--- config.mk ---
export PLATFORM = sky130hd
export DESIGN_NAME = tmpf_out
export DESIGN_NICKNAME = d
export VERILOG_FILES = /design/src/hdl/tmpf_pkg.sv /design/src/hdl/tmpf_out.sv
export SDC_FILE = /design/constraint.sdc
export NUM_CORES = 1
export LEC_CHECK = 0
export ABC_AREA = 1
export BUFFER_PORTS_ARGS = -buffer_cell sky130_fd_sc_hd__buf_2
export CORE_UTILIZATION = 29
export CTS_CLUSTER_SIZE = 20
export DETAILED_ROUTE_END_ITERATION = 16
export GPL_ROUTABILITY_DRIVEN = 0
export PLACE_DENSITY = 0.53
export SLEW_MARGIN = 20
export SYNTH_ARGS = -nofsm -noshare
export SYNTH_HDL_FRONTEND = slang
export SYNTH_SLANG_ARGS = --single-unit
--- constraint.sdc ---
create_clock -name clk_i -period 4.35 [get_ports clk_i]
set_input_delay 0.435 -clock clk_i [delete_from_list [all_inputs] [get_ports clk_i]]
set_output_delay 0.435 -clock clk_i [all_outputs]
set_load 0.02 [all_outputs]
--- src/hdl/tmpf_pkg.sv ---
// tmpf_pkg: shared widths, codes and stage types for the threshold marking packet FIFO.
// No dependencies; every other file in hdl/ but tmpf_store uses it by scoped names.
`default_nettype none

package tmpf_pkg;

  // Fixed field widths
  localparam int OP_W   = 1;
  localparam int HDL_W  = 16;
  localparam int PLEN_W = 16;
  localparam int ST_W   = 2;
  localparam int OCC_W  = 10;
  localparam int TOT_W  = 26;
  localparam int THR_W  = 11;
  localparam int CAP_W  = 10;
  localparam int CFG_IDX_W  = 2;
  localparam int CFG_DATA_W = 11;
  // Scratch width for zero-extending lengths before truncation
  localparam int WIDE_W = 48;

  // Operation codes
  localparam logic [OP_W-1:0] OP_PUSH = 1'b0;
  localparam logic [OP_W-1:0] OP_PULL = 1'b1;

  // Result status codes
  localparam logic [ST_W-1:0] ST_DONE  = 2'd0;
  localparam logic [ST_W-1:0] ST_FULL  = 2'd1;
  localparam logic [ST_W-1:0] ST_EMPTY = 2'd2;

  // Configuration register indexes
  localparam logic [CFG_IDX_W-1:0] CFG_MARK_EN = 2'd0;
  localparam logic [CFG_IDX_W-1:0] CFG_THRESH  = 2'd1;
  localparam logic [CFG_IDX_W-1:0] CFG_CAP     = 2'd2;

  // Configuration register reset values
  localparam logic             MARK_EN_RST = 1'b0;
  localparam logic [THR_W-1:0] THRESH_RST  = 11'd40;
  localparam logic [CAP_W-1:0] CAP_RST     = 10'd1000;

  typedef struct packed {
    logic             mark_en;
    logic [THR_W-1:0] thresh;
    logic [CAP_W-1:0] cap;
  } cfg_t;

  // Decision for one beat, handed from the accept stage to the result stage
  typedef struct packed {
    logic             pull_ok;   // pull that found an entry: take data from the store
    logic             push_ok;   // push that was stored
    logic [ST_W-1:0]  status;
    logic [OCC_W-1:0] occ;       // occupancy after this beat
    logic [TOT_W-1:0] add_len;   // pushed length, mod 2^26
  } stage_t;

endpackage

`default_nettype wire

--- src/hdl/tmpf_out.sv ---
// tmpf_out: result stage; merges store read data, keeps the running byte total.
// Depends on tmpf_pkg; fed by tmpf_ctrl and tmpf_store.
`default_nettype none

module tmpf_out #(
  parameter int LEN_BITS = 16
) (
  input  wire logic                              clk_i,
  input  wire logic                              rst_ni,
  input  wire logic                              s1_valid_i,
  input  wire tmpf_pkg::stage_t                  s1_i,
  input  wire logic [tmpf_pkg::HDL_W+LEN_BITS:0] rdata_i,
  output      logic                              s1_adv_o,
  output      logic                              out_valid_o,
  input  wire logic                              out_ready_i,
  output      logic [tmpf_pkg::ST_W-1:0]         status_o,
  output      logic [tmpf_pkg::HDL_W-1:0]        handle_o,
  output      logic [tmpf_pkg::PLEN_W-1:0]       length_o,
  output      logic                              mark_o,
  output      logic [tmpf_pkg::OCC_W-1:0]        occ_o,
  output      logic [tmpf_pkg::TOT_W-1:0]        total_o
);

  logic                          valid_q;
  logic [tmpf_pkg::TOT_W-1:0]    total_q, total_d;
  logic [tmpf_pkg::ST_W-1:0]     status_q;
  logic [tmpf_pkg::HDL_W-1:0]    handle_q;
  logic [tmpf_pkg::PLEN_W-1:0]   length_q;
  logic                          mark_q;
  logic [tmpf_pkg::OCC_W-1:0]    occ_q;

  logic [tmpf_pkg::HDL_W-1:0]    rd_handle;
  logic [LEN_BITS-1:0]           rd_len;
  logic                          rd_mark;
  logic [tmpf_pkg::WIDE_W-1:0]   rd_len_w;

  assign {rd_mark, rd_len, rd_handle} = rdata_i;
  assign rd_len_w = tmpf_pkg::WIDE_W'(rd_len);

  assign s1_adv_o = s1_valid_i && (!valid_q || out_ready_i);

  always_comb begin
    total_d = total_q;
    if (s1_i.push_ok) begin
      total_d = total_q + s1_i.add_len;
    end else if (s1_i.pull_ok) begin
      total_d = total_q - rd_len_w[tmpf_pkg::TOT_W-1:0];
    end
  end

  always_ff @(posedge clk_i or negedge rst_ni) begin
    if (!rst_ni) begin
      valid_q <= 1'b0;
      total_q <= '0;
    end else begin
      if (s1_adv_o) begin
        valid_q <= 1'b1;
        total_q <= total_d;
      end else if (out_ready_i) begin
        valid_q <= 1'b0;
      end
    end
  end

  always_ff @(posedge clk_i) begin
    if (s1_adv_o) begin
      status_q <= s1_i.status;
      occ_q    <= s1_i.occ;
      handle_q <= s1_i.pull_ok ? rd_handle : '0;
      length_q <= s1_i.pull_ok ? rd_len_w[tmpf_pkg::PLEN_W-1:0] : '0;
      mark_q   <= s1_i.pull_ok ? rd_mark : 1'b0;
    end
  end

  assign out_valid_o = valid_q;
  assign status_o    = status_q;
  assign handle_o    = handle_q;
  assign length_o    = length_q;
  assign mark_o      = mark_q;
  assign occ_o       = occ_q;
  assign total_o     = total_q;

  a_total_hold: assert property (@(posedge clk_i) disable iff (!rst_ni)
    !s1_adv_o |=> $stable(total_q))
    else $error("byte total moved without a beat");

  a_drop_total: assert property (@(posedge clk_i) disable iff (!rst_ni)
    (s1_adv_o && !s1_i.push_ok && !s1_i.pull_ok) |=> $stable(total_q))
    else $error("dropped or empty beat changed byte total");

  a_ok_status: assert property (@(posedge clk_i) disable iff (!rst_ni)
    (s1_valid_i && (s1_i.push_ok || s1_i.pull_ok)) |-> (s1_i.status == tmpf_pkg::ST_DONE))
    else $error("stored beat carries an error status");

endmodule

`default_nettype wire

---- Word-level counts from Yosys, hierarchy flattened ----
Cells that the tools add are included.
word-level totals
  register bits ........................... 72
  bits of input ports ..................... 77
  output and inout port bits .............. 73
cells by class
  $add $sub $neg .......................... 2
  mux-type cells .......................... 4
  reductions and logical operators ........ 6
operators by type and width
  operator                                        number
  26-bit 2-to-1 mux                               2
  26-bit adder                                    1
  26-bit by 16-bit subtractor with 26-bit output  1
  2-bit nonzero test                              2
  1-bit 2-to-1 mux                                2
  2-bit AND reduction                             1
  1-bit logical AND                               1
  1-bit logical NOT                               1
  1-bit logical OR                                1

---- Depth between registers and ports, before layout ----
Gate-level depths: netlist of the first run.
  depth after elaboration ................. 4
  mapped depth ............................ 21
  mapped depth without buffers ............ 21

---- Worst setup path after synthesis of the first run ----
Ideal clock, no wire load.
  path type ............................... input port to flip-flop
  from .................................... in rdata_i[16] (netlist bit)
  to ...................................... reg total_q, in the netlist total_o[25]
  library setup time ...................... 0.118 ns
  arrival time ............................ 2.550 ns
  slack ................................... 1.683 ns
  stages .................................. 20
  path buffers ............................ 0
  cell sequence ........................... inv_1 ha_1 nand3_1 inv_1 nand4_1 nor2_1 nand3b_1 o21ai_0 inv_1 ha_1 a21oi_1 inv_1 nor2_1 nand2_1 nand2_1 nand2_1 nor2_1 nand2_1 nand3_1 nand2_1
on the way
  longest elaborated chain between the ends .. 3
RTL lines
  item                                            line            text
  start: declaration                              tmpf_out.sv:12  input wire logic [tmpf_pkg::HDL_W+LEN_BITS:0] rdata_i,
  26-bit by 16-bit subtractor with 26-bit output  tmpf_out.sv:47  total_d = total_q - rd_len_w[tmpf_pkg::TOT_W-1:0];
  26-bit 2-to-1 mux                               tmpf_out.sv:46  end else if (s1_i.pull_ok) begin
  26-bit 2-to-1 mux                               tmpf_out.sv:44  if (s1_i.push_ok) begin
  end signal: assignment                          tmpf_out.sv:58  total_q <= total_d;
  end: declaration                                tmpf_out.sv:25  logic [tmpf_pkg::TOT_W-1:0] total_q, total_d;
No other way between the ends. The select of a mux whose other input is x is not followed.
A chain may end at the register's enable or synchronous reset.

---- Final worst setup path of the first run ----
  from .................................... in rdata_i[16] (netlist bit)
  to ...................................... reg total_q, in the netlist total_o[21]
Same word-level chain as after synthesis.

==> results.ini, run 1 <==
[clock_network]
clkSinkCount=72
cts_root_buffer=clkbuf_16
cts_hold_buf=0
cts_buffers=9
htreeDepth=3
cts_resized=0
clockBufferDepth=2
cts_tree=built
clk_latency_ns=0.34
clkSlewWorstSetupHoldPaths_ns=0.07
cts_post_setup_buffers_inserted=0

[setup_path]
crit_chain=buf_2, inv_1, ha_1, nand3_1, inv_1, nand4_1, nor2_1, nand3b_1, o21ai_0, inv_1, ha_1, nand2_2, nor2_1, nand2_1, nor2_1, nand2_1, nand3_1, nand2_1, nand3_1, nand2_1
arrival_ns=3.25
critPathKind=in2reg
critPathCaptureType=flip-flop
cp.buffers_inverters=4
worstPathMaxFanout=6
cpMostUsedCell=nand2_1
cp_slowest_stage_delay_ns=0.39
critical_path_required_ns=4.59
startpoint_type=primary input
cp_slowest_cell=ha_1
cp_top_family=simple AND/OR/NAND/NOR gates

[route]
drcViolationCount=0
first_iter_violations=248
wl_per_cell_um=13.8
num_vias=4599
via_per_inst=4.49
antenna_left=0
drtPass1Iterations=5
wirelength_um=14100

[synthesis]
ys_top_cells_by_area=edfxtp_1 (28%), nand2_1 (17%), dfrtp_1 (14%), inv_1 (8.3%), ha_1 (6.8%)
synth_nets=758
synth_cell_types=31
synth_compound_area_share_pct=8.63
ys_warn_count=0
synth_top_area_share_pct=28.1
synthSimpleGateAreaFrac_pct=29.5
ys_seq_elements=72
avgSynthCellArea_um2=7.36
yosysTopAreaCell=edfxtp_1
synth_xor_area_share_pct=3.28
synth_top_family_by_area=simple AND/OR/NAND/NOR gates
yosys.area_share.adder_pct=7.18
netlist_area_mm2=0.00481
ys_seq_area_share_pct=42.1
synth.mux.area_fraction_pct=0
synthCells=654

[pwr]
totalPowerFinal_w=0.00350
vdd_ir_drop_max_v=0.000242
p_leak_nw=3.27
power_density_mw_per_mm2=577

[floorplanning]
die_y_um=131
num_rows=46
core_area_mm2=0.0161
start_util_pct=30.0
dieArea_mm2=0.0171
boundaryPins=150
chipWidth_um=131

[global_route]
grt_pass1_wl_um=22100
grt_use_total_pct=17.2
grt_start_max_net_pins=47
antenna_found_initial=0
grt_overflow=0
grt_pass1_vias=4321

[timing]
finClkSkew_ns=0.00864
min_period_ns=3.02
max_freq_mhz=331
setup-violations-final=0
tns_ns=0
slew-limit-headroom_pct=53.0
finalHoldViolCount=0
tightestPinTransition_ns=0.705
rsz0062_at_grt=no
min_period_over_period_pct=69.4
maxSlewViolCount=0

[flow_run]
maxCapViolations=0

[layout]
layout-drive-gt1-share_pct=22.0
diodes=0
final_nets=908
finalNonFillerCells=1025
syn2layout_area_growth_pct=26.3

[placement]
hpwlAfterDp_um=11000
port_buffers=149
dp.cells=1009

[hold_path]
min_path_type=in2async

[outcome]
status=finished, final reports clean

[logic make-up after synthesis]
family	count (synthesis)
AOI/OAI and AO/OA	78
xor gates and xnor gates	18
adders and majority gates	27
buffers and inverters	119
DFF	72
and+or+nand+nor	340
[layer usage]
metal  global-route usage (%)  wire, um  share of wire [%]  up-vias
met5                        0         0                  0        -
met4                     5.61       199                1.4        0
met3                     3.71      1010                7.2       15
met2                     29.0      6490                 46      161
met1                     21.9      6420                 45     2030
li1                         -         -                  -     2393
[synthesized netlist by cell type]
master      n
nand3b_1    3
nand3_2     2
inv_1     106
ha_1       26
xor2_1      9
o21ai_0    35
and2_1      1
dfrtp_1    27
nor2_2      3
or2_1       2
o21bai_1    5
fa_1        1
nand3_1    44
edfxtp_1   45
inv_2       1
o21ai_1     2
o21ai_2     1
xnor2_1     9
nor3_1      6
o31ai_1     1
nor2_1     47
nand4_1    11
or2_2       1
a21oi_1    31
nand2_2     3
clkbuf_1   11
buf_2       1
nor4_1      1
a31oi_1     1
o21a_1      2
nand2_1   216
[cell usage in the layout, fill, tap and decap left out, types with 2 or more instances in the layout]
cell        instances
a21oi_1            31
buf_4               2
o21a_1              2
buf_2             149
nand4_1            11
clkbuf_16           9
xor2_1              9
nand2_1           216
nor3_1              6
edfxtp_1           45
clkinvlp_4          4
or2_1               2
xnor2_1             9
dfrtp_1            27
nor2_1             47
o21ai_0            35
nor2_2              3
nand3_2             2
nand3b_1            3
o21bai_1            5
inv_2               2
inv_1             105
o21ai_1             2
nand2_2             3
nand3_1            44
ha_1               26
[per-stage QoR]
| stage | area [um^2] | util [%] | hold WS, ns | worst slack [ns] |
|---|---|---|---|---|
| final | 6080 | 37.8 | 0.136 | 1.33 |
| after floorplan | 4810 | - | 0.139 | 1.68 |
| after global routing | 6080 | 37.8 | 0.188 | 0.857 |
| after global placement | 5800 | 36.1 | 0.496 | 1.03 |
| after CTS | 6080 | 37.8 | 0.156 | 1.30 |
| after detailed placement | 5800 | 36.1 | 0.496 | 0.936 |
[final timing paths]
check                                  from          end  slack (ns)  cells after the start
worst max-delay path            rdata_i[16]  total_o[21]        1.33                     20
worst min-delay path                 rst_ni  total_o[24]        0.14                      1
worst max register to register   total_o[0]  total_o[18]        2.14                     12
worst min register to register  out_valid_o  out_valid_o        0.50                      2
max in group asynchronous            rst_ni   total_o[9]        3.76                      1
min in group clk_i                 s1_i[37]  status_o[1]        0.27                      1
[power breakdown]
| group | leakage (nW) | switching [W] | internal [W] |
|---|---|---|---|
| Sequential | 0.771 | 0.000116 | 0.000882 |
| Clock | 0.122 | 0.000314 | 0.000385 |
| Combinational | 2.38 | 0.00117 | 0.000634 |
[worst register-to-register path, cell delays in order (launching register included)]
cell and delay (ns):
dfrtp_1 0.40, ha_1 0.26, fa_1 0.43, nand2_1 0.09, nand3_1 0.13, nand3_1 0.10
nand2_1 0.14, nand2_1 0.09, nand2_1 0.11, nand2_1 0.12, nand3b_1 0.08, nand3_1 0.09
nand2_1 0.07
[registers in the layout, indices dropped and copies added (netlist names)]
signal,flops
total_o,26
handle_o,16
length_o,16
occ_o,10
status_o,2
mark_o,1
out_valid_o,1
[area by class of cell]
class	count	area, um^2
clock buffers	9	225
flip-flops and latches	72	2030
repair buffers	151	761
inverters	107	402
clock inverters	7	47.5
fillers	1769	9980
multi-input cells	463	2340
well taps	216	270
Note: power is estimated with default switching activity, not from simulation.
==> run 2: changes to the inputs <==
==> constraint.sdc (replaced) <==
create_clock -name clk_i -period 3 [get_ports clk_i]
set_input_delay 0.3 -clock clk_i [delete_from_list [all_inputs] [get_ports clk_i]]
set_output_delay 0.3 -clock clk_i [all_outputs]
set_load 0.02 [all_outputs]
==> run 2 against run 1 <==
Against the previous run:
- global-route usage up 0.35 points
- critical path depth unchanged
- hold slack worse by 0.15 ns
- combinational power up 57%
- cell count up 3.1%
- first-iteration DRC count down 17%
- clock skew down 0.0011 ns
- die area unchanged
- sequential share of layout area down 1.6 points
- setup slack worse by 1.1 ns
- largest power group unchanged
- the run now ends with negative hold slack left
- highest routed layer is now met5
- core utilization up 1.9 points
==> results.ini, run 2 (synthesis results as in run 1) <==
[outcome]
status=finished, violations left
violations=negative hold slack

[setup_path]
cp_slowest_stage_delay_ns=0.34
regToRegSetupSlack_ns=0.75
cp.buffers_inverters=5
crit_chain=buf_2, inv_1, ha_1, nand3_1, inv_1, nand4_1, nor2_2, nand3b_1, buf_4, o21ai_0, inv_1, ha_1, a21oi_1, nand2_1, a21oi_1, nand2_1, nor2_1, nand2_1, nand3_1, nand2_1
worstPathMaxFanout=5
cp_num_cells=20
critical_path_required_ns=3.24
cp_slowest_cell=ha_1
cpMostUsedCell=nand2_1
startpoint_type=primary input
critPathCaptureType=flip-flop
rr_worst_depth=12
critPathKind=in2reg
cp_top_family=simple AND/OR/NAND/NOR gates
arrival_ns=3.00

[clock_network]
clk_latency_ns=0.35
cts_root_buffer=clkbuf_16
htreeDepth=3
cts_hold_buf=0
clkSlewWorstSetupHoldPaths_ns=0.07
clkSinkCount=72
clockBufferDepth=2
cts_tree=built
cts_buffers=9

[pwr]
totalPowerFinal_w=0.00549
p_leak_nw=3.46
power_density_mw_per_mm2=861
vdd_ir_drop_max_v=0.000337

[floorplanning]
die_y_um=131
boundaryPins=150
start_util_pct=30.0
core_area_mm2=0.0161
num_rows=46
chipWidth_um=131
dieArea_mm2=0.0171

[layout]
syn2layout_area_growth_pct=32.5
final_nets=940
largest_reg_flops=26
layout-drive-gt1-share_pct=25.6
final_cell_mix=nand2_1 (216), buf_2 (149), inv_1 (105)
layout_commonest_cell=nand2_1
diodes=0
fin_area_mm2=0.00638
final_core_util_pct=39.7

[hold_path]
min_path_type=in2async

[timing]
min_period_ns=2.76
finClkSkew_ns=0.00758
maxSlewViolCount=0
slew-limit-headroom_pct=55.6
min_period_over_period_pct=92.1
rsz0062_at_grt=no
tightestPinTransition_ns=0.665
hold-worst-slack_ns=-0.0156
finalHoldViolCount=27
setup-violations-final=0
max_freq_mhz=362

[global_route]
grt_overflow=0
antenna_found_initial=1
grt_use_total_pct=17.6
grt_start_max_net_pins=37
grt_pass1_vias=4589
grt_pass1_wl_um=22600

[placement]
dpl_cell_area_mm2=0.00603
hpwlAfterDp_um=11600
port_buffers=149

[route]
antenna_left=0
first_iter_violations=207
wirelength_um=14400
via_per_inst=4.40
drtPass1Iterations=4
drcViolationCount=0
wl_per_cell_um=13.6
num_vias=4653

[flow_run]
maxCapViolations=0

[run 2: worst paths after layout]
kind / from / endpoint
hold reg to reg: out_valid_o / out_valid_o
hold / removal: rst_ni / total_o[23]
setup reg to reg: total_o[0] / total_o[18]
min in group clk_i: s1_i[35] / occ_o[9]
max in group asynchronous: rst_ni / total_o[7]
setup / recovery: rdata_i[16] / total_o[25]
[run 2: power breakdown]
group | leakage (nW) | switching (W) | total, W | internal [W]
clock network | 0.157 | 0.000459 | 0.00120 | 0.000737
logic | 2.53 | 0.00174 | 0.00284 | 0.00110
registers | 0.771 | 0.000176 | 0.00145 | 0.00128
[run 2: stage by stage]
step	hold WS [ns]	worst slack (ns)	TNS, ns	std cells
CTS	0.0221	0.252	0	1056
finish	-0.0156	0.237	0	1057
floorplan	0.00441	0.468	0	654
global placement	0.388	-0.0484	-0.164	1040
global route	0.0470	0.0116	0	1057
detailed placement	0.397	-0.0902	-0.467	1040
[run 2: worst reg2reg max path: stages, from the launching register on]
cell,delay (ns)
dfrtp_1,0.40
ha_1,0.26
fa_1,0.42
nand2_1,0.08
nand3_1,0.12
nand3_1,0.10
nand2_1,0.17
nand2_1,0.11
nand2_1,0.13
nand2_1,0.12
nand3b_1,0.08
nand3_1,0.08
nand2_1,0.06
[run 2: repair_timing]
item,CTS,global route
gates resized for setup,0,4
endpoints found under the setup margin,0,6
setup buffers,0,1
[run 2: layer usage]
layer	wire length, um	vias to the layer above	track usage, %
met4	216	2	5.41
met3	899	13	4.15
met5	13	-	0
li1	-	2457	-
met2	6740	130	30.7
met1	6490	2051	21.3
[run 2: cell type report]
cell class	count	area, um^2
inverter	107	402
sequential	72	2030
tap	216	270
fill	1726	9680
timing repair buffer	183	1000
clock inverter	7	103
multi-input combinational	463	2350
clock buffer	9	225
