==> src/hdl/tmpf_pkg.sv <==
// tmpf_pkg: shared widths, codes and stage types for the threshold marking packet FIFO.
// No dependencies; every other file in hdl/ but tmpf_store uses it by scoped names.
`default_nettype none

package tmpf_pkg;

  // Fixed field widths
  localparam int OP_W   = 1;
  localparam int HDL_W  = 16;
  localparam int PLEN_W = 16;
  localparam int ST_W   = 2;
  localparam int OCC_W  = 10;
  localparam int TOT_W  = 26;
  localparam int THR_W  = 11;
  localparam int CAP_W  = 10;
  localparam int CFG_IDX_W  = 2;
  localparam int CFG_DATA_W = 11;
  // Scratch width for zero-extending lengths before truncation
  localparam int WIDE_W = 48;

  // Operation codes
  localparam logic [OP_W-1:0] OP_PUSH = 1'b0;
  localparam logic [OP_W-1:0] OP_PULL = 1'b1;

  // Result status codes
  localparam logic [ST_W-1:0] ST_DONE  = 2'd0;
  localparam logic [ST_W-1:0] ST_FULL  = 2'd1;
  localparam logic [ST_W-1:0] ST_EMPTY = 2'd2;

  // Configuration register indexes
  localparam logic [CFG_IDX_W-1:0] CFG_MARK_EN = 2'd0;
  localparam logic [CFG_IDX_W-1:0] CFG_THRESH  = 2'd1;
  localparam logic [CFG_IDX_W-1:0] CFG_CAP     = 2'd2;

  // Configuration register reset values
  localparam logic             MARK_EN_RST = 1'b0;
  localparam logic [THR_W-1:0] THRESH_RST  = 11'd40;
  localparam logic [CAP_W-1:0] CAP_RST     = 10'd1000;

  typedef struct packed {
    logic             mark_en;
    logic [THR_W-1:0] thresh;
    logic [CAP_W-1:0] cap;
  } cfg_t;

  // Decision for one beat, handed from the accept stage to the result stage
  typedef struct packed {
    logic             pull_ok;   // pull that found an entry: take data from the store
    logic             push_ok;   // push that was stored
    logic [ST_W-1:0]  status;
    logic [OCC_W-1:0] occ;       // occupancy after this beat
    logic [TOT_W-1:0] add_len;   // pushed length, mod 2^26
  } stage_t;

endpackage

`default_nettype wire

==> src/hdl/tmpf_ctrl.sv <==
// tmpf_ctrl: accept stage; ring pointers, occupancy, full/empty/mark decision.
// Depends on tmpf_pkg; drives the store ports and the stage register toward tmpf_out.
`default_nettype none

module tmpf_ctrl #(
  parameter int SLOTS    = 1024,
  parameter int LEN_BITS = 16
) (
  input  wire logic                          clk_i,
  input  wire logic                          rst_ni,
  input  wire tmpf_pkg::cfg_t                cfg_i,
  input  wire logic                          in_valid_i,
  output      logic                          in_ready_o,
  input  wire logic [tmpf_pkg::OP_W-1:0]     in_op_i,
  input  wire logic [tmpf_pkg::HDL_W-1:0]    in_handle_i,
  input  wire logic [tmpf_pkg::PLEN_W-1:0]   in_length_i,
  input  wire logic                          s1_adv_i,
  output      logic                          s1_valid_o,
  output      tmpf_pkg::stage_t              s1_o,
  output      logic                          mem_we_o,
  output      logic [$clog2(SLOTS)-1:0]      mem_waddr_o,
  output      logic [tmpf_pkg::HDL_W+LEN_BITS:0] mem_wdata_o,
  output      logic                          mem_re_o,
  output      logic [$clog2(SLOTS)-1:0]      mem_raddr_o
);

  localparam int AW    = $clog2(SLOTS);
  localparam int CNT_W = $clog2(SLOTS + 1);
  localparam int CMP_W = (CNT_W > tmpf_pkg::THR_W) ? CNT_W : tmpf_pkg::THR_W;

  logic [AW-1:0]    head_q, head_d, tail_q, tail_d;
  logic [CNT_W-1:0] cnt_q, cnt_d;
  logic             s1_valid_q, s1_valid_d;
  tmpf_pkg::stage_t s1_q, s1_d;

  logic                           in_acc, is_pull, full, empty, mark;
  logic                           push_ok, pull_ok;
  logic [tmpf_pkg::WIDE_W-1:0]    in_len_w, st_len_w;
  logic [LEN_BITS-1:0]            st_len;

  assign in_ready_o = !s1_valid_q || s1_adv_i;
  assign in_acc     = in_valid_i && in_ready_o;
  assign is_pull    = (in_op_i == tmpf_pkg::OP_PULL);

  // capacity above the ring size is capped at SLOTS
  assign full  = (CMP_W'(cnt_q) >= CMP_W'(cfg_i.cap)) || (cnt_q == CNT_W'(SLOTS));
  assign empty = (cnt_q == '0);
  // occupancy+1 > threshold  <=>  occupancy >= threshold
  assign mark  = cfg_i.mark_en && (CMP_W'(cnt_q) >= CMP_W'(cfg_i.thresh));

  assign push_ok = !is_pull && !full;
  assign pull_ok = is_pull && !empty;

  assign in_len_w = tmpf_pkg::WIDE_W'(in_length_i);
  assign st_len   = in_len_w[LEN_BITS-1:0];
  assign st_len_w = tmpf_pkg::WIDE_W'(st_len);

  always_comb begin
    head_d     = head_q;
    tail_d     = tail_q;
    cnt_d      = cnt_q;
    s1_valid_d = s1_valid_q;
    s1_d       = s1_q;
    if (s1_adv_i) begin
      s1_valid_d = 1'b0;
    end
    if (in_acc) begin
      s1_valid_d = 1'b1;
      if (push_ok) begin
        tail_d = (tail_q == AW'(SLOTS - 1)) ? '0 : tail_q + 1'b1;
        cnt_d  = cnt_q + 1'b1;
      end
      if (pull_ok) begin
        head_d = (head_q == AW'(SLOTS - 1)) ? '0 : head_q + 1'b1;
        cnt_d  = cnt_q - 1'b1;
      end
      s1_d.pull_ok = pull_ok;
      s1_d.push_ok = push_ok;
      s1_d.status  = tmpf_pkg::ST_DONE;
      if (!is_pull && full) begin
        s1_d.status = tmpf_pkg::ST_FULL;
      end
      if (is_pull && empty) begin
        s1_d.status = tmpf_pkg::ST_EMPTY;
      end
      s1_d.occ     = tmpf_pkg::OCC_W'(cnt_d);
      s1_d.add_len = st_len_w[tmpf_pkg::TOT_W-1:0];
    end
  end

  always_ff @(posedge clk_i or negedge rst_ni) begin
    if (!rst_ni) begin
      head_q     <= '0;
      tail_q     <= '0;
      cnt_q      <= '0;
      s1_valid_q <= 1'b0;
    end else begin
      head_q     <= head_d;
      tail_q     <= tail_d;
      cnt_q      <= cnt_d;
      s1_valid_q <= s1_valid_d;
    end
  end

  always_ff @(posedge clk_i) begin
    s1_q <= s1_d;
  end

  assign s1_valid_o  = s1_valid_q;
  assign s1_o        = s1_q;
  assign mem_we_o    = in_acc && push_ok;
  assign mem_waddr_o = tail_q;
  assign mem_wdata_o = {mark, st_len, in_handle_i};
  assign mem_re_o    = in_acc && pull_ok;
  assign mem_raddr_o = head_q;

  a_cnt_range: assert property (@(posedge clk_i) disable iff (!rst_ni)
    cnt_q <= CNT_W'(SLOTS))
    else $error("occupancy above ring size");

  a_empty_ptrs: assert property (@(posedge clk_i) disable iff (!rst_ni)
    (cnt_q == '0) |-> (head_q == tail_q))
    else $error("empty ring with head and tail apart");

  a_push_count: assert property (@(posedge clk_i) disable iff (!rst_ni)
    (in_acc && push_ok) |=> (cnt_q == $past(cnt_q) + 1'b1))
    else $error("stored push did not bump occupancy");

  a_no_stall_loss: assert property (@(posedge clk_i) disable iff (!rst_ni)
    (s1_valid_q && !s1_adv_i) |-> !in_ready_o)
    else $error("accept stage overwritten while its beat waits");

endmodule

`default_nettype wire

==> config.mk <==
export PLATFORM = sky130hd
export DESIGN_NAME = tmpf_ctrl
export DESIGN_NICKNAME = d
export VERILOG_FILES = /design/src/hdl/tmpf_pkg.sv /design/src/hdl/tmpf_ctrl.sv
export SDC_FILE = /design/constraint.sdc
export NUM_CORES = 1
export LEC_CHECK = 0
export BUFFER_PORTS_ARGS = -buffer_cell sky130_fd_sc_hd__buf_2
export CAP_MARGIN = 20
export CELL_PAD_IN_SITES_DETAIL_PLACEMENT = 0
export CELL_PAD_IN_SITES_GLOBAL_PLACEMENT = 1
export CORE_ASPECT_RATIO = 1.25
export CORE_MARGIN = 2
export CORE_UTILIZATION = 39
export DETAILED_ROUTE_END_ITERATION = 8
export PLACE_DENSITY = 0.95
export SLEW_MARGIN = 20
export SYNTH_ARGS = -nofsm -noshare
export SYNTH_HDL_FRONTEND = slang
export SYNTH_SLANG_ARGS = --single-unit
==> constraint.sdc <==
create_clock -name clk_i -period 6.25 [get_ports clk_i]
set_input_delay 1.25 -clock clk_i [delete_from_list [all_inputs] [get_ports clk_i]]
set_output_delay 1.25 -clock clk_i [all_outputs]
set_load 0.03 [all_outputs]
# Word-level counts from Yosys, hierarchy flattened
# Cells that the tools add are included.
[word_totals]
regBits = 62
latchBits = 0
ramBits = 0
mem_bits_ro = 0
in_bits = 59
output_inout_bits = 97
word_cells = 46
memories = 0
[classes]
add_sub_neg = 4
n_mul = 0
n_div = 0
magnitude_cmp = 2
eq_ne = 3
shifts = 0
mux = 7
n_bitwise = 0
reduce_logical = 20
[ops]
columns = ["cell", "count"]
rows = [
  ["$mux W11", 2],
  ["$add A10 B1 Y10 const B", 2],
  ["$eq A10 B10 Y1 const B", 2],
  ["$mux W10", 2],
  ["$add A11 B1 Y11 const B", 1],
  ["$eq A11 B11 Y1 const B", 1],
  ["$ge A11 B10 Y1", 1],
  ["$ge A11 B11 Y1", 1],
  ["$logic_not A11 Y1", 1],
  ["$sub A11 B1 Y11 const B", 1],
  ["$logic_and A1 B1 Y1", 8],
  ["$reduce_and A2 Y1", 3],
  ["$logic_not A1 Y1", 4],
  ["$reduce_bool A2 Y1", 2],
  ["$mux W1", 3],
  ["$logic_or A1 B1 Y1", 2],
]

# Logic depth before layout (Yosys ltp)
# Gate-level depths: netlist (run 1).
[logic_depth]
ltp_word = 6
depth_mapped = 10
ltp_nobuf = 9

# Worst setup path before layout (run 1)
# No wires, ideal clock.
[synth_path]
path_kind = "input to output"
from = "in cfg_i[8] (netlist name)"
to = "out mem_we_o"
t_arrival_ps = 2654
required_ps = 5000
slack_ps = 2346
path_stages = 9
path_buffers = 2
path_cell_list = "inv_1 > ha_1 > a21o_1 > a211oi_2 > and2_1 > buf_4 > o211ai_4 > buf_2 > inv_2"
[synth_between]
elab_chain_cells = 5
[synth_lines]
columns = ["item", "line_no", "source"]
rows = [
  ["from (decl)", "tmpf_ctrl.sv:11", "input wire tmpf_pkg::cfg_t cfg_i,"],
  ["$ge A11 B10 Y1", "tmpf_ctrl.sv:46", "assign full = (CMP_W'(cnt_q) >= CMP_W'(cfg_i.cap)) || (cnt_q == CNT_W'(SLOTS));"],
  ["$logic_or A1 B1 Y1", "tmpf_ctrl.sv:46", ""],
  ["$logic_not A1 Y1", "tmpf_ctrl.sv:51", "assign push_ok = !is_pull && !full;"],
  ["$logic_and A1 B1 Y1", "tmpf_ctrl.sv:51", ""],
  ["$logic_and A1 B1 Y1", "tmpf_ctrl.sv:111", "assign mem_we_o = in_acc && push_ok;"],
  ["to (decl)", "tmpf_ctrl.sv:20", "output logic mem_we_o,"],
]
# Every way passes these cells.

# Worst setup path after layout (run 1)
[layout_path]
from = "in s1_adv_i"
to = "out mem_we_o"
[layout_between]
elab_chain_cells = 3
[layout_lines]
columns = ["item", "line_no", "source"]
rows = [
  ["from (decl)", "tmpf_ctrl.sv:17", "input wire logic s1_adv_i,"],
  ["$logic_or A1 B1 Y1", "tmpf_ctrl.sv:41", "assign in_ready_o = !s1_valid_q || s1_adv_i;"],
  ["$logic_and A1 B1 Y1", "tmpf_ctrl.sv:42", "assign in_acc = in_valid_i && in_ready_o;"],
  ["$logic_and A1 B1 Y1", "tmpf_ctrl.sv:111", ""],
]
# Every way passes these cells.

==> impl_summary.md, run 1 <==
Status
The flow ran to the end, and the final reports show no timing, DRC or antenna violations.

Clock network
The CTS sink count is 62. The clock latency on the worst-skew pair is roughly 0.33 ns. TritonCTS built the clock tree.

The clock edge transition at the registers on the reported setup and hold paths is ~0.06 ns. Post-CTS repair changed the size of 0 cells. The root buffer selected by CTS is sky130_fd_sc_hd__clkbuf_16. In this run the post-CTS setup repair buffer count came out at 0. The number of hold buffers added after CTS is 0. The CTS H-tree depth is 3. The buffer levels on the longest clock path is 2. The number of buffers created by CTS is 9.

Timing
Setup repair after global routing left no endpoint under its margin. The aggregate negative setup slack is 0 ns. The timing-limited maximum frequency is 0.234 GHz.

At the pin with the least slew margin, the transition time is 0.918 ns. The max-slew headroom at the worst pin is 38.7%. The routed design could run at a clock period as short as roughly 4.3 ns. The final number of setup-violating endpoints is 0. The worst path setup slack after routing is between 1.5 and 2 ns. The max-slew violation total from the final report is 0. The tightest hold path in the finished design has a slack of 0.487 ns.

The clock skew is 0.00853 ns. The final clock period utilization by the worst path is between 60% and 70%. The number of hold violations in the final report came to 0.

Yosys
After synthesis the cells add up to 3750 sq um. Yosys mapped a number of flops with a built-in enable equal to 30. Of the total synthesized cell area, the portion taken by full adders, half adders and majority gates is 8.35%. Counting distinct cell types in the post-synthesis netlist gives 55. The fraction of the mapped netlist area in simple logic gates is between 10% and 20%. The most used flip-flop cell after synthesis is sky130_fd_sc_hd__dfrtp_1. The post-synthesis sequential area ratio is a little under half.

Summing the areas of all compound-gate instances in the mapped netlist gives ~13% of the synthesized area. Measured against the total synthesized area, the mux share comes to 0%. A synthesized cell averages 10.3 sq um.

The xor/xnor cell area share of the yosys netlist is 6.08%. The synthesized design contains 62 register bits. The most common cell in the synthesized netlist is sky130_fd_sc_hd__buf_4. The share of synthesized area in the top cell type comes to 24.0%. For this run, asynchronously set or reset flops after synthesis account for 51.6%. The commonest cells after synthesis are 44 x sky130_fd_sc_hd__buf_4, 32 x sky130_fd_sc_hd__dfrtp_1, 30 x sky130_fd_sc_hd__edfxtp_1. The cell type with the highest aggregate area in the netlist is sky130_fd_sc_hd__edfxtp_1. The number of warning messages in the yosys log is 0. By area the synthesized netlist is led by sky130_fd_sc_hd__edfxtp_1 24%, sky130_fd_sc_hd__dfrtp_1 21%, sky130_fd_sc_hd__buf_4 8.8%. Synthesis handed over a netlist of about 360 instances. The largest family of logic cells by synthesized area is simple AND/OR/NAND/NOR gates.

Placed design
Routability-driven placement finished with a final weighted congestion of 0.831. The count of buffers added on input and output ports is around 110. OpenSTA, run right after detailed placement, puts the worst setup slack at ~2.0 ns. The total half-perimeter wirelength after legalization and detailed placement is 6050 um. The cell count after placement is 563.

Power
Sequential cells account for 37.4% of the total power. The maximum VDD drop is 0.146 mV. Power spread over the standard cell area amounts to 370 nW/um^2. Per report_power, the clock group accounts for 31.8% of the total. The internal cell power is ~1.1 mW.

The leakage power is approximately 2.1 nW. Net switching is 36.6% of the power. The net switching power figure is roughly 0.6 mW.

Per report_power, the combinational group accounts for a little under a third of the total.

Global route
The first global-routing pass estimated ~13000 um of wire. Global routing used 15.8% of the available tracks. Entering global routing, the biggest net connects 45 pins. The via count of the first global-routing pass is 2782.

After global routing the overflow that remains totals 0. The initial antenna violation count is 0.

Floorplan
The floorplan has 40 rows. The die outline width is approximately 90 um. The area of the core is 9460 sq um. The die covers 10400 sq um. The vertical extent of the die is between 100 and 150 um. 156 I/O pins were placed.

The initial core utilization is 39.6%.

Drt
The number of nets with antenna violations after routing is 0. After detailed routing, the number of vias per cell comes to 4.94. The post-detailed-routing wire length is 8020 um. The total via count in the routed design is about 2900. The count of routing violations after the opening detailed-route iteration is between 60 and 70. For this run, the detailed router's first-pass iteration total came to 4.

After detailed routing, the average wire length per cell comes to between 10 and 15 um. The number of remaining DRC errors is 0.

Critical path
STA classifies the critical path startpoint as an input port. STA classifies the critical path endpoint as an output port. The critical path in this run is classified as input port to output port. Of all nets on the critical path, the largest fanout is 44. STA puts the critical path data arrival time at approximately 3.0 ns. Data on the critical path is required at its endpoint by 5.00 ns.

Final layout
After filler insertion, the fill cell instance count of the layout stands at 880. At the end of the flow, the number of nets in the layout was 532. 0 antenna diodes ended up in the layout. The finished layout holds 579 standard cells, fillers aside. The relative area change from synthesis to final layout is 19.5%. In the final layout, the share of cells above drive strength 1 is approximately a third.

Min path
The min-delay analysis places its worst path in the category flop to flop.

Run
Across the run, the number of max-cap violations was 0.
==> worst paths after layout <==
| kind | start | cells after the start | end | slack, ns |
|---|---|---|---|---|
| max | s1_adv_i | 7 | mem_we_o | 1.98 |
| min | mem_raddr_o[6]$_DFFE_PN0P_ | 1 | mem_raddr_o[6]$_DFFE_PN0P_ | 0.49 |
| max reg2reg | cnt_q[8]$_DFFE_PN0P_ | 8 | s1_o[32]$_DFFE_PP_ | 3.67 |
| min reg2reg | mem_raddr_o[6]$_DFFE_PN0P_ | 1 | mem_raddr_o[6]$_DFFE_PN0P_ | 0.49 |
| max in group asynchronous | rst_ni | 1 | mem_waddr_o[1]$_DFFE_PN0P_ | 4.78 |
| min in group asynchronous | rst_ni | 1 | mem_raddr_o[8]$_DFFE_PN0P_ | 0.99 |
==> sequential cells by signal (all words and copies together), names as in the netlist <==
name / cells
mem_raddr_o: 10
s1_valid_o: 1
cnt_q: 11
mem_waddr_o: 10
s1_o: 30
==> metrics by stage <==
stage	power (mW)	utilization (%)	instance area, sq um
floorplan	1.02	-	3780
global route	1.75	47.3	4480
CTS	1.67	47.3	4480
detailed placement	1.14	43.9	4150
finish	1.66	47.3	4480
global placement	1.12	43.9	4150
==> logic make-up (layout without fill, tap and decap cells) <==
kind of cell | after synthesis | after routing
compound gates | 69 | 69
fa+ha+maj | 25 | 25
flops | 62 | 62
xor+xnor | 26 | 26
other cells | 1 | 10
simple gates | 101 | 101
buf+inv | 79 | 160
==> placed cells by master, fill, tap and decap left out, types with 3 or more instances in the layout <==
cell / n
sky130_fd_sc_hd__a21o_1: 4
sky130_fd_sc_hd__a21oi_1: 14
sky130_fd_sc_hd__a31oi_1: 3
sky130_fd_sc_hd__and2_1: 4
sky130_fd_sc_hd__and3_1: 8
sky130_fd_sc_hd__buf_2: 113
sky130_fd_sc_hd__clkbuf_16: 11
sky130_fd_sc_hd__clkinv_2: 3
sky130_fd_sc_hd__conb_1: 10
sky130_fd_sc_hd__dfrtp_1: 32
sky130_fd_sc_hd__edfxtp_1: 30
sky130_fd_sc_hd__ha_1: 25
sky130_fd_sc_hd__inv_1: 26
sky130_fd_sc_hd__inv_2: 5
sky130_fd_sc_hd__nand2_1: 25
sky130_fd_sc_hd__nand2b_1: 3
sky130_fd_sc_hd__nand3_1: 18
sky130_fd_sc_hd__nand4_1: 6
sky130_fd_sc_hd__nor2_1: 17
sky130_fd_sc_hd__nor3_1: 5
sky130_fd_sc_hd__o21a_1: 3
sky130_fd_sc_hd__o21ai_1: 17
sky130_fd_sc_hd__o31ai_1: 4
sky130_fd_sc_hd__o41ai_1: 3
sky130_fd_sc_hd__xnor2_1: 17
sky130_fd_sc_hd__xor2_1: 9
==> metal layers <==
metal | vias to the layer above | wire (um) | share of wire (%) | track usage, %
li1 | 1404 | - | - | -
met2 | 87 | 4180 | 52 | 28.1
met1 | 1354 | 3300 | 41 | 18.0
met3 | 17 | 357 | 4.5 | 2.58
met5 | - | 0 | 0 | 0
met4 | 0 | 183 | 2.3 | 8.79
==> power groups by stage <==
stage	sequential [mW]	clock [mW]	combinational [mW]
after detailed placement	0.627	0	0.514
after global placement	0.622	0	0.496
after global routing	0.634	0.553	0.568
final	0.619	0.527	0.511
after floorplan	0.681	0	0.342
after CTS	0.620	0.537	0.517
==> worst max-delay path: stages <==
cell	delay, ns
sky130_fd_sc_hd__buf_2	0.07
sky130_fd_sc_hd__nand2b_1	0.13
sky130_fd_sc_hd__nand2_1	0.22
sky130_fd_sc_hd__inv_2	0.74
sky130_fd_sc_hd__o211ai_4	0.32
sky130_fd_sc_hd__inv_2	0.09
sky130_fd_sc_hd__buf_2	0.19
==> cell type report <==
type / instances / area, sq um / share of cell area (%)
sequential: 62 / 1700 / 38.0
multi-input combinational: 231 / 1610 / 35.9
timing repair buffer: 113 / 566 / 12.6
clock buffer: 11 / 275 / 6.15
tap: 126 / 158 / 3.52
inverter: 31 / 116 / 2.60
clock inverter: 5 / 52.6 / 1.17
Note: power is estimated with default switching activity, not from simulation.
==> inputs of run 2 (changes only) <==
--- a/config.mk
+++ b/config.mk
@@ -11,9 +11,9 @@
 export CELL_PAD_IN_SITES_GLOBAL_PLACEMENT = 1
 export CORE_ASPECT_RATIO = 1.25
 export CORE_MARGIN = 2
-export CORE_UTILIZATION = 39
+export CORE_UTILIZATION = 36
 export DETAILED_ROUTE_END_ITERATION = 8
-export PLACE_DENSITY = 0.95
+export PLACE_DENSITY = 0.92
 export SLEW_MARGIN = 20
 export SYNTH_ARGS = -nofsm -noshare
 export SYNTH_HDL_FRONTEND = slang
==> constraint.sdc (replaced) <==
create_clock -name clk_i -period 4.45 [get_ports clk_i]
set_input_delay 0.89 -clock clk_i [delete_from_list [all_inputs] [get_ports clk_i]]
set_output_delay 0.89 -clock clk_i [all_outputs]
set_load 0.03 [all_outputs]
==> impl_summary.md, run 2 (synthesized netlist as in run 1, its figures left out) <==
Status
The flow ran to the end, and the final reports show no timing, DRC or antenna violations.

Global route
The via count of the first global-routing pass is 2823 (+1.5%). The overall fraction of global-route tracks in use is 15.0% (-0.77 points). The largest net degree at the start of global routing was 36 (-20%). The total global routing overflow is 0 (unchanged). The global-route wire length before repair is 13300 um (+1.6%).

The initial antenna violation count is 0 (unchanged).

Timing
The number of hold violations in the final report came to 0 (unchanged). The worst-margin pin slew is 0.739 ns (-0.179 ns). The worst path setup slack after routing is 0.978 ns (-1.00 ns). The max-slew violation total from the final report is 0 (unchanged). The final number of setup-violating endpoints is 0 (unchanged). Subtracting the final worst setup slack from the clock period gives about 3.5 ns. The aggregate negative setup slack is 0 ns (unchanged). The worst hold margin is 0.491 ns (+0.00357 ns). The max-slew headroom at the worst pin is 50.7% (+12 points). Setup repair after global routing left no endpoint under its margin. The clock skew is 0.00422 ns (-0.00431 ns).

The final clock period utilization by the worst path is 78.0%. Based on the critical path, the design can be clocked at up to 0.288 GHz.

Critical path
By startpoint and endpoint, the worst setup path is classified as input port to output port. The worst setup slack for register-to-register paths was 1.84 ns (-1.83 ns). The signal on the critical path passes through buf_2 -> inv_1 -> ha_1 -> a21o_1 -> a211oi_2 -> and2_1 -> o211ai_4 -> inv_2 -> buf_2. The standard cell with the maximum stage delay on the critical path is sky130_fd_sc_hd__and2_1. The worst setup path is captured at an output port. Broken down by cell family, the worst path's largest delay share belongs to compound AO/OA/AOI/OAI gates. The most repeated library cell on the critical path is sky130_fd_sc_hd__buf_2. The count of buffering cells on the critical path with inverters included was 4 (unchanged). The critical path arrival is 2.58 ns (-0.44 ns). The worst setup path is launched from an input port. The startpoint of the most critical register-to-register path is cnt_q[2]$_DFFE_PN0P_. The endpoint of the worst register-to-register path is s1_o[32]$_DFFE_PP_. The delay of the slowest cell on the worst path is 0.32 ns (-0.42 ns). The depth of the worst register-to-register path is 8 (unchanged).

The largest driver fanout on the critical path came to 14 (-68%). The critical path data required time is 3.56 ns (-1.44 ns).

Final layout
The most frequent standard cell in the layout excluding fill and tap cells is sky130_fd_sc_hd__buf_2. The top cell types in the final layout, fill and taps aside, are 113 x sky130_fd_sc_hd__buf_2, 32 x sky130_fd_sc_hd__dfrtp_1, 30 x sky130_fd_sc_hd__edfxtp_1. The antenna diode count is 0 (unchanged). The count of nets after finishing is 533 (+0.19%).

The flip-flop count of the largest register, all copies and words added came to 30 (unchanged). The fill cell total of the finished layout came to 994 (+13%). The proportion of layout cells with a drive suffix above 1 is 32.6% (-0.29 points). The cell area after layout is 4450 sq um (-0.56%). Compared with the post-synthesis result, the final layout area differs by 18.8%.

Drt
The number of remaining DRC errors is 0 (unchanged). The vias per cell is 5.02 (+1.5%). The average wire length per cell after detail routing came to 14.3 um (+2.9%). The total via count in the routed design is 2924 (+2.2%). The count of routing violations after the opening detailed-route iteration was 99 (+48%). The number of nets with antenna violations after routing is 0 (unchanged).

The count of TritonRoute iterations in the first routing pass came to 4 (unchanged). The post-detailed-routing wire length is 8310 um (+3.6%).

Clock network
The number of hold buffers added after CTS is 0 (unchanged). TritonCTS built the clock tree. The buffer levels on the longest clock path is 2 (unchanged). The CTS sink count came to 62 (unchanged). The clock latency on the worst-skew pair is 0.33 ns (about the same). The CTS H-tree depth came to 3 (unchanged). The root buffer selected by CTS is sky130_fd_sc_hd__clkbuf_16. The clock edge transition at the registers on the reported setup and hold paths is 0.05 ns (about the same).

The number of buffers inserted to repair setup after CTS was 0 (unchanged). The post-cts resize count is 0 (unchanged). The number of buffers created by CTS is 9 (unchanged).

Floorplan
The area of the core was 10100 sq um (+6.8%). The count of boundary I/O pins is 156 (unchanged). The die outline width is 95.3 um (+3.9%).

The initial core utilization is 37.1% (-2.5 points). The cell row count was 41 (+2.5%). The die outline area is 11200 sq um (+8.0%). The vertical extent of the die is 118 um (+3.9%).

Min path
The instance count along the most critical hold path is 1 (unchanged). The worst hold endpoint is mem_raddr_o[6]$_DFFE_PN0P_. The min-delay analysis places its worst path in the category flop to flop.

The hold path startpoint is mem_raddr_o[6]$_DFFE_PN0P_.

Power
The leakage power was 2.12 nW (-0.95%). The overall power came to 2.27 mW (+37%). The power density over the cells came to 509 nW/um^2 (+38%). The maximum VDD drop is 0.289 mV (+97%).

Run
The max-cap violation count is 0 (unchanged).

Placed design
The post-placement cell area is 4160 sq um (+0.27%). The global placer's final weighted congestion is 0.821 (-1.2%). The pre-CTS setup slack is 0.966 ns (-0.984 ns). The number of buffers inserted by port buffering is 113 (unchanged). The total half-perimeter wirelength after legalization and detailed placement is 6260 um (+3.4%).
[run 2: cell types whose count changed in the layout (fill, tap and decap cells not counted), sizes merged]
cell      before  now
clkbuf        11   10
buf          113  114
clkinvlp       1    2
[run 2: worst max-delay path by stage]
stage                          end  startpoint  cells after the start
final                     mem_we_o    cfg_i[8]                      9
after CTS                 mem_we_o    cfg_i[8]                      9
after global placement    mem_we_o    cfg_i[8]                      9
after global routing      mem_we_o    cfg_i[8]                      9
after detailed placement  mem_we_o    cfg_i[8]                      9
after floorplan           mem_we_o    cfg_i[8]                      9
[run 2: area by class of cell]
| class | count | area, sq um | share of cell area, % |
|---|---|---|---|
| Clock buffer | 10 | 229 | 5.14 |
| Clock inverter | 6 | 62.6 | 1.41 |
| Inverter | 31 | 116 | 2.61 |
| Multi-Input combinational cell | 231 | 1610 | 36.1 |
| Sequential cell | 62 | 1700 | 38.2 |
| Tap cell | 129 | 161 | 3.63 |
| Timing Repair Buffer | 114 | 573 | 12.9 |
[run 2: per-stage QoR]
step,cells,utilization (%)
floorplan,372,-
global placement,567,41.2
detailed placement,567,41.2
CTS,583,44.1
global route,583,44.1
finish,583,44.1
[run 2: power by group]
part / internal [mW] / switching, mW / leakage, nW
sequential: 0.717 / 0.151 / 0.684
clock: 0.431 / 0.246 / 0.136
combinational: 0.261 / 0.460 / 1.30
total: 1.41 / 0.858 / 2.12
[run 2: worst reg2reg max path, stage by stage, from the launching register on]
cell	delay, ns
sky130_fd_sc_hd__dfrtp_1	0.63
sky130_fd_sc_hd__ha_1	0.34
sky130_fd_sc_hd__a21oi_1	0.14
sky130_fd_sc_hd__o21ai_1	0.12
sky130_fd_sc_hd__a21oi_2	0.37
sky130_fd_sc_hd__o21ai_2	0.20
sky130_fd_sc_hd__inv_2	0.20
sky130_fd_sc_hd__nor2_1	0.07
sky130_fd_sc_hd__a211o_1	0.29
[run 2: metal layers]
layer  routed length, um  track usage [%]
met5                   0                0
met4                 140             6.52
met3                 685             3.97
met2                4040             25.5
met1                3440             17.5
==> inputs of run 3 (changes only) <==
--- a/config.mk
+++ b/config.mk
@@ -11,9 +11,9 @@
 export CELL_PAD_IN_SITES_GLOBAL_PLACEMENT = 1
 export CORE_ASPECT_RATIO = 1.25
 export CORE_MARGIN = 2
-export CORE_UTILIZATION = 36
+export CORE_UTILIZATION = 33
 export DETAILED_ROUTE_END_ITERATION = 8
-export PLACE_DENSITY = 0.92
+export PLACE_DENSITY = 0.89
 export SLEW_MARGIN = 20
 export SYNTH_ARGS = -nofsm -noshare
 export SYNTH_HDL_FRONTEND = slang
==> constraint.sdc (replaced) <==
create_clock -name clk_i -period 3 [get_ports clk_i]
set_input_delay 0.6 -clock clk_i [delete_from_list [all_inputs] [get_ports clk_i]]
set_output_delay 0.6 -clock clk_i [all_outputs]
set_load 0.03 [all_outputs]
==> impl_summary.md, run 3 (synthesized netlist as in run 1, its figures left out) <==
Status
The run finished with clean final reports.

Critical path
The delay of the slowest cell on the worst path is 0.63 ns (+0.31 ns). STA classifies the critical path endpoint as an output port. The critical path arrival was 2.26 ns (-0.32 ns). The type of the setup path with the least slack is flop to output port.

The largest driver fanout on the critical path is 9 (-5). Traced cell by cell, the critical path runs through ha_1 -> a21oi_1 -> o21ai_1 -> a21oi_2 -> o211ai_4 -> inv_2 -> buf_2. STA classifies the critical path startpoint as a flop.

The standard cell with the maximum stage delay on the critical path is sky130_fd_sc_hd__dfrtp_1. The critical path data required time is 2.40 ns (-1.16 ns).

Final layout
The flip-flop count of the largest register, all copies and words added is 30 (unchanged). The count of nets after finishing is 539 (+1.1%). The most frequent standard cell in the layout excluding fill and tap cells is sky130_fd_sc_hd__buf_2. In the layout the commonest cells are 113 x sky130_fd_sc_hd__buf_2, 32 x sky130_fd_sc_hd__dfrtp_1, 30 x sky130_fd_sc_hd__edfxtp_1. The antenna diode count is 0 (unchanged). The area growth from synthesis to layout is 20.2%.

The proportion of layout cells with a drive suffix above 1 came to 33.3% (+0.66 points). The count of placed standard cells in the final layout, fillers left out is 595 (+2.1%).

Placed design
The pre-CTS setup slack was 0.220 ns (-0.746 ns). The number of buffers inserted by port buffering is 113 (unchanged). The cell count after placement is 579 (+2.1%). The global placer's final weighted congestion was 0.855 (+4.2%). The total half-perimeter wirelength after legalization and detailed placement was 6430 um (+2.7%).

Floorplan
The cell row count came to 43 (+4.9%). The area of the core is 11100 sq um (+9.7%). The vertical extent of the die is 123 um (+4.3%).

The count of boundary I/O pins is 156 (unchanged). The die outline width came to 99.3 um (+4.3%). The initial core utilization is 33.8% (-3.3 points). The die outline area came to 12200 sq um (+8.7%).

Global route
The via count of the first global-routing pass is 2764 (-2.1%). The global-route wire length before repair is 13000 um (-1.6%). The overall fraction of global-route tracks in use was 13.6% (-1.4 points). The largest net degree at the start of global routing came to 33 (-8.3%). The initial antenna violation count is 0 (unchanged). The total global routing overflow is 0 (unchanged).

Drt
The count of routing violations after the opening detailed-route iteration is 64 (-35%). The count of TritonRoute iterations in the first routing pass came to 4 (unchanged). The post-detailed-routing wire length is 8230 um (-0.99%). The average wire length per cell after detail routing came to 13.8 um (-3.0%). The number of remaining DRC errors is 0 (unchanged). The vias per cell is 4.87 (-2.9%). The number of nets with antenna violations after routing is 0 (unchanged). The total via count in the routed design is 2899 (-0.85%).

Clock network
The buffer levels on the longest clock path is 2 (unchanged). The number of buffers created by CTS is 9 (unchanged). The CTS H-tree depth came to 3 (unchanged). The CTS sink count is 62 (unchanged).

The clock edge transition at the registers on the reported setup and hold paths is 0.05 ns (about the same). The post-cts resize count is 0 (unchanged). The number of buffers inserted to repair setup after CTS is 0 (unchanged).

TritonCTS built the clock tree. The clock latency on the worst-skew pair was 0.32 ns (about the same). The root buffer cell chosen for the clock tree is sky130_fd_sc_hd__clkbuf_16.

The number of hold buffers added after CTS is 0 (unchanged).

Timing
The number of hold violations in the final report came to 0 (unchanged). The aggregate negative setup slack is 0 ns (unchanged). The final clock period utilization by the worst path is a little over nine tenths. Setup repair after global routing left no endpoint under its margin. The worst-margin pin slew is 0.734 ns (-0.00459 ns).

The clock skew came to 0.00753 ns (+0.00331 ns). The final number of setup-violating endpoints was 0 (unchanged). The worst hold margin is 0.339 ns (-0.152 ns). The worst path setup slack after routing was 0.144 ns (-0.834 ns).

The max-slew violation total from the final report is 0 (unchanged). The post-route minimum period is about 2.9 ns. Static timing analysis puts the maximum clock frequency at 0.350 GHz. The max-slew headroom at the worst pin came to 51.0% (+0.31 points).

Power
The leakage power came to 2.16 nW (+1.5%). The power density over the cells is 751 nW/um^2 (+48%). The maximum VDD drop is 0.247 mV (-15%).

Run
The max-cap violation count was 0 (unchanged).

Min path
The class of the most critical hold timing path is input port to async pin.
==> run 3: cell types whose count changed in the layout (fill, tap and decap cells not counted) <==
| cell | previous run | this run |
|---|---|---|
| sky130_fd_sc_hd__buf_4 | 1 | 7 |
| sky130_fd_sc_hd__clkbuf_1 | 1 | 2 |
| sky130_fd_sc_hd__clkbuf_8 | 0 | 1 |
| sky130_fd_sc_hd__clkinv_4 | 1 | 0 |
| sky130_fd_sc_hd__clkinvlp_4 | 2 | 1 |
==> run 3: power breakdown <==
part	total, mW	internal (mW)	switching, mW
Sequential	1.26	1.06	0.194
Combinational	1.13	0.406	0.721
Clock	1.00	0.660	0.340
Total	3.38	2.13	1.25
==> run 3: metal layers <==
metal	global-route usage (%)	wire length (um)	share of wire, %	vias to the layer above
met5	0	0	0	-
met4	6.93	176	2.1	0
met3	3.00	491	6.0	20
met2	23.6	4130	50	97
met1	15.9	3440	42	1363
li1	-	-	-	1419
==> run 3: critical path: cells and delay by family, from the launching register on <==
kind / cells / cell delay (ns)
AOI/OAI and AO/OA: 4 / 0.71
adders and majority gates: 1 / 0.33
buffers and inverters: 2 / 0.24
DFF: 1 / 0.63
==> run 3: worst paths after layout <==
path,from,to,slack [ns],cells after the start
max in group asynchronous,rst_ni,mem_waddr_o[9]$_DFFE_PN0P_,2.19,1
hold reg to reg,mem_raddr_o[9]$_DFFE_PN0P_,mem_raddr_o[9]$_DFFE_PN0P_,0.49,1
setup / recovery,cnt_q[4]$_DFFE_PN0P_,mem_we_o,0.14,7
setup reg to reg,cnt_q[4]$_DFFE_PN0P_,s1_o[32]$_DFFE_PP_,0.48,8
hold / removal,rst_ni,mem_raddr_o[2]$_DFFE_PN0P_,0.34,1
min in group clk_i,in_length_i[12],s1_o[12]$_DFFE_PP_,0.46,1
==> run 3: area by class of cell <==
type,count,area [sq um]
inverter,31,116
timing repair buffer,120,618
multi-input combinational,231,1610
clock inverter,4,46.3
tap,135,169
sequential,62,1700
fill,1094,6580
clock buffer,12,246
==> run 3: metrics by stage <==
stage | utilization (%) | total power [mW] | instance area, sq um
after floorplan | - | 2.13 | 3780
after global placement | 38.0 | 2.36 | 4210
after detailed placement | 38.0 | 2.40 | 4210
after CTS | 40.7 | 3.42 | 4510
after global routing | 40.7 | 3.59 | 4510
final | 40.7 | 3.38 | 4510
